[config.mk]
export PLATFORM = sky130hd
export DESIGN_NAME = fsg_rule
export DESIGN_NICKNAME = d
export VERILOG_FILES = /design/src/rtl/core/fsg_pkg.sv /design/src/rtl/core/fsg_rule.sv
export SDC_FILE = /design/constraint.sdc
export NUM_CORES = 1
export LEC_CHECK = 0
export BUFFER_PORTS_ARGS = -buffer_cell sky130_fd_sc_hd__buf_2
export CORE_AREA = 2 2 39 41
export DETAILED_ROUTE_END_ITERATION = 8
export DIE_AREA = 0 0 41 43
export GPL_TIMING_DRIVEN = 1
export PLACE_DENSITY = 0.41
export SLEW_MARGIN = 20
export SYNTH_ARGS = -nofsm -noshare
export SYNTH_HDL_FRONTEND = slang
export SYNTH_SLANG_ARGS = --single-unit
export TNS_END_PERCENT = 20
[constraint.sdc]
create_clock -name vclk -period 1.37
set_input_delay 0 -clock vclk [all_inputs]
set_output_delay 0 -clock vclk [all_outputs]
set_load 0.005 [all_outputs]
[src/rtl/core/fsg_pkg.sv]
// Shared types and constants of the falling-sand grid step core.
`timescale 1ns / 1ps

package fsg_pkg;

	// Field widths of the command and response items and of the seed register.
	localparam int ACTION_W = 2;
	localparam int XPOS_W   = 8;
	localparam int YPOS_W   = 7;
	localparam int COUNT_W  = 15;
	localparam int SEED_W   = 16;

	typedef logic [1:0] tile_t;
	typedef logic [ACTION_W-1:0] action_t;
	typedef logic [1:0] dir_t;

	// Tile codes.
	localparam tile_t TILE_EMPTY = 2'd0;
	localparam tile_t TILE_SAND  = 2'd1;
	localparam tile_t TILE_WALL  = 2'd2;
	localparam tile_t TILE_BAD   = 2'd3;

	// Action codes.
	localparam action_t ACT_WRITE = 2'd0;
	localparam action_t ACT_READ  = 2'd1;
	localparam action_t ACT_STEP  = 2'd2;
	localparam action_t ACT_CLEAR = 2'd3;

	// Where a tile of the current grid lands in the next grid.
	localparam dir_t DIR_STAY  = 2'd0;
	localparam dir_t DIR_FALL  = 2'd1;
	localparam dir_t DIR_RIGHT = 2'd2;
	localparam dir_t DIR_LEFT  = 2'd3;

	localparam logic [SEED_W-1:0]  SEED_RESET = 16'd44257;
	localparam logic [SEED_W-1:0]  LFSR_MASK  = 16'hB400;
	localparam logic [COUNT_W-1:0] COUNT_MAX  = 15'h7FFF;

	// Outcome of the cell rule for one source tile.
	typedef struct packed {
		logic  wen;
		dir_t  dir;
		tile_t tile;
		logic  adv;
	} decision_t;

endpackage

[src/rtl/core/fsg_rule.sv]
// Falling-sand cell rule: decides where one source tile lands in the next grid.
`timescale 1ns / 1ps

module fsg_rule (
	input  fsg_pkg::tile_t     center,
	input  fsg_pkg::tile_t     below,
	input  fsg_pkg::tile_t     right,
	input  fsg_pkg::tile_t     left,
	input  logic               bottom,
	input  logic               has_right,
	input  logic               has_left,
	input  logic               pick,
	output fsg_pkg::decision_t dec
);
	import fsg_pkg::*;

	logic rc;
	logic lc;

	assign rc = has_right && (right == TILE_EMPTY);
	assign lc = has_left && (left == TILE_EMPTY);

	always_comb begin
		dec = '{wen: 1'b0, dir: DIR_STAY, tile: TILE_EMPTY, adv: 1'b0};
		priority if (center == TILE_WALL) begin
			dec.wen  = 1'b1;
			dec.tile = TILE_WALL;
		end else if (center == TILE_SAND) begin
			dec.wen  = 1'b1;
			dec.tile = TILE_SAND;
			priority if (bottom) begin
				dec.dir = DIR_STAY;
			end else if (below == TILE_EMPTY) begin
				dec.dir = DIR_FALL;
			end else if (below == TILE_WALL) begin
				dec.dir = DIR_STAY;
			end else if (rc && lc) begin
				// Both diagonals free: the low LFSR bit breaks the tie.
				dec.adv = 1'b1;
				dec.dir = pick ? DIR_LEFT : DIR_RIGHT;
			end else if (rc) begin
				dec.dir = DIR_RIGHT;
			end else if (lc) begin
				dec.dir = DIR_LEFT;
			end else begin
				dec.dir = DIR_STAY;
			end
		end else begin
			dec.wen = 1'b0;
		end
	end

endmodule

## Word level (Yosys, flattened, before mapping)

Cells that the tools add are included.
Widths: inputs -> output; s select.

- Bits in registers: 0

- Mux-type cells: 17
- Equal/unequal tests: 3
- Reductions and logical operators: 6

Operator list:

| kind | count |
|---|---|
| $mux 2 | 8 |
| $mux 1 | 8 |
| $logic_not 2->1 | 3 |
| $mux 5 | 1 |
| $eq 2x2->1 const B | 2 |
| $logic_and 1x1->1 | 3 |
| $eq 2x1->1 const B | 1 |

## Logic depth before layout (Yosys ltp)

- Depth in word-level cells: 10
- Gate-level depth with buffers: 5
- Gate-level depth less buffers: 5

## Worst setup path before layout

Ideal clock, no wire load.

- Path type: in2out
- Start point: in center[0]
- End point: out dec[0] (netlist name)
- Slack: 0.635 ns
- Path buffers: 0
- Data arrival time: 0.735 ns
- Cell stages on the path: 5
- Required time: 1.370 ns
- Path through: inv_1 > ha_1 > nor3b_1 > nand2_1 > nor3_1

RTL lines:

| element | RTL line | RTL |
|---|---|---|
| from (decl) | fsg_rule.sv:5 | `input fsg_pkg::tile_t center,` |
| to (decl) | fsg_rule.sv:13 | `output fsg_pkg::decision_t dec` |

==> impl_metrics.py <==
metrics = {
    "routing": {
        "via_count": 179,
        "ant_nets": 0,
        "firstDrtPassIters": 4,
        "post_drt_wl_per_cell_um": 6.44,
        "route.detailed.drc": 0,
        "drtIter0Drc": 2,
        "wl_um": 322,
        "vias_per_cell": 3.58,
    },
    "critical_path": {
        "crit_family": "simple AND/OR/NAND/NOR gates",
        "worst-setup-path-type": "primary input to output port",
        "crit_buf_inv": 3,
        "cp-start-kind": "primary input",
        "worstSetupEndpointType": "output port",
        "crit_slowest_cell": "nor3b_1",
        "cp.arrival_ns": 1.02,
        "crit_path_frequent_cell": "buf_2",
        "cp_data_required_time_ns": 1.37,
        "critPathMaxFanout": 3,
        "critPathMaxStageDelay_ns": 0.27,
        "worstPathCellList": "buf_2, inv_1, ha_1, nor3b_1, nand2_1, nor3_1, buf_2",
    },
    "status": {
        "status": "complete, no violations",
    },
    "global_route": {
        "busiest_layer": "met2",
        "antenna_found_initial": 0,
        "grt_use_total_pct": 2.90,
        "grt-ovfl-total": 0,
        "use_met1_pct": 4.11,
        "use_met3_pct": 1.05,
        "grt_pass1_wl_um": 386,
        "grtUsageMet2_pct": 4.38,
        "grt_start_max_net_pins": 4,
        "grt_pass1_vias": 121,
    },
    "finish": {
        "clock_buffers": 0,
        "final_core_util_pct": 16.2,
        "regArea_um2": 0,
        "seq_cells": 0,
        "drive_gt1_share_pct": 58.8,
        "num-fill-cells": 154,
        "final_nets": 51,
        "diodes": 0,
        "area_growth_pct": 96.7,
    },
    "die": {
        "ios": 18,
        "core_area_um2": 1380,
        "initial_core_util_pct": 8.23,
        "die-area_um2": 1760,
        "die_w_um": 41,
        "fp-row-count": 14,
        "die_height_um": 43,
    },
    "logic_synthesis": {
        "yosysTopAreaCellShare_pct": 33.0,
        "synth.cell_area_um2": 114,
        "synthTopCellsByCount": "3 x ha_1, 3 x inv_1, 2 x nand2_1, 2 x nor2_1",
        "synth.distinct_cells": 10,
        "netlist_instances": 16,
        "synth_area_leaders": "ha_1 33%, o211ai_2 11%, inv_1 9.9%",
        "yosysTopAreaCell": "ha_1",
        "yosysWarnings": 0,
        "syn_avg_cell_area_um2": 7.12,
        "syn_nets": 31,
        "synth_seq_area_share_pct": 0,
    },
    "timing": {
        "slew_viol_final": 0,
        "fmax_mhz": 981,
        "hold_viol_final": 0,
        "fin_ws_ns": 0.351,
        "period_share_pct": 74.4,
        "rsz0062_at_grt": "no",
        "maxSlewHeadroom_pct": 81.4,
        "setup_viol": 0,
        "worst_pin_slew_ns": 0.278,
        "tns_ns": 0,
        "finalCriticalPeriod_ns": 1.02,
    },
    "pwr": {
        "powerDensity_nw_per_um2": 188,
        "ir_worst_vdd_mv": 0.0459,
        "p_leak_nw": 0.133,
    },
    "clocking": {
        "cts_resized": 0,
        "cts_setup_buffers": 0,
        "postCtsHoldBufs": 0,
    },
    "place": {
        "io_buffers": 18,
        "place_ws_ns": 0.349,
        "place_congestion": 0.537,
        "hpwl_um": 290,
    },
    "worst_hold_path": {
        "min_path_type": "primary input to output port",
    },
    "flow_run": {
        "drv_cap": 0,
    },
}
## where the power goes
part	leakage, nW	switching, mW	internal, mW	total, mW
logic	0.133	0.0180	0.0241	0.0421
registers	0	0	0	0
clock network	0	0	0	0
## worst paths after layout
kind,start,slack [ns],endpoint,cells after the start
hold / removal,center[1],0.33,dec[5],4
setup / recovery,center[0],0.35,dec[0],7
## logic make-up (layout without fill, tap and decap cells)
kind of cell	count (synthesis)	after routing	share of synthesized area, %
buffers and inverters	3	21	9.89
and+or+nand+nor	7	7	34.1
adders and majority gates	3	3	33.0
AOI/OAI and AO/OA	3	3	23.1
## metrics by stage
step | total power, mW | hold WS (ns) | cells | area (um^2)
6_report | 0.0421 | 0.334 | 50 | 224
5_1_grt | 0.0476 | 0.357 | 50 | 224
4_1_cts | 0.0428 | 0.337 | 50 | 224
3_5_place_dp | 0.0423 | 0.333 | 50 | 224
3_3_place_gp | 0.0422 | 0.325 | 50 | 224
2_1_floorplan | 0.0164 | 0.104 | 16 | 114
## routing by layer
metal  vias to the layer above  part of all wire (%)  wire length (um)
li1                         90                     -                 -
met1                        69                    43               140
met2                        20                    26                84
met3                         0                    30                97
met4                         0                     0                 0
met5                         -                     0                 0
## placed cells by master (no fill, tap or decap)
master,Yosys,final
inv_1,3,3
o2bb2ai_1,1,1
ha_1,3,3
buf_2,0,18
nor3b_1,1,1
nand2_1,2,2
a21oi_1,1,1
o211ai_2,1,1
nor2_1,2,2
or3b_4,1,1
nor3_1,1,1
## cell type report
cell class | count | area [um^2] | area share, %
tap | 16 | 20.0 | 8.94
timing repair buffer | 18 | 90.1 | 40.2
inverter | 3 | 11.3 | 5.03
multi-input combinational | 13 | 103 | 45.8
## tightest hold or removal path, delay by kind of cell
kind / cells / cell delay, ns
buffers and inverters: 3 / 0.23
adders and majority gates: 1 / 0.11
Note: power is estimated with default switching activity, not from simulation.
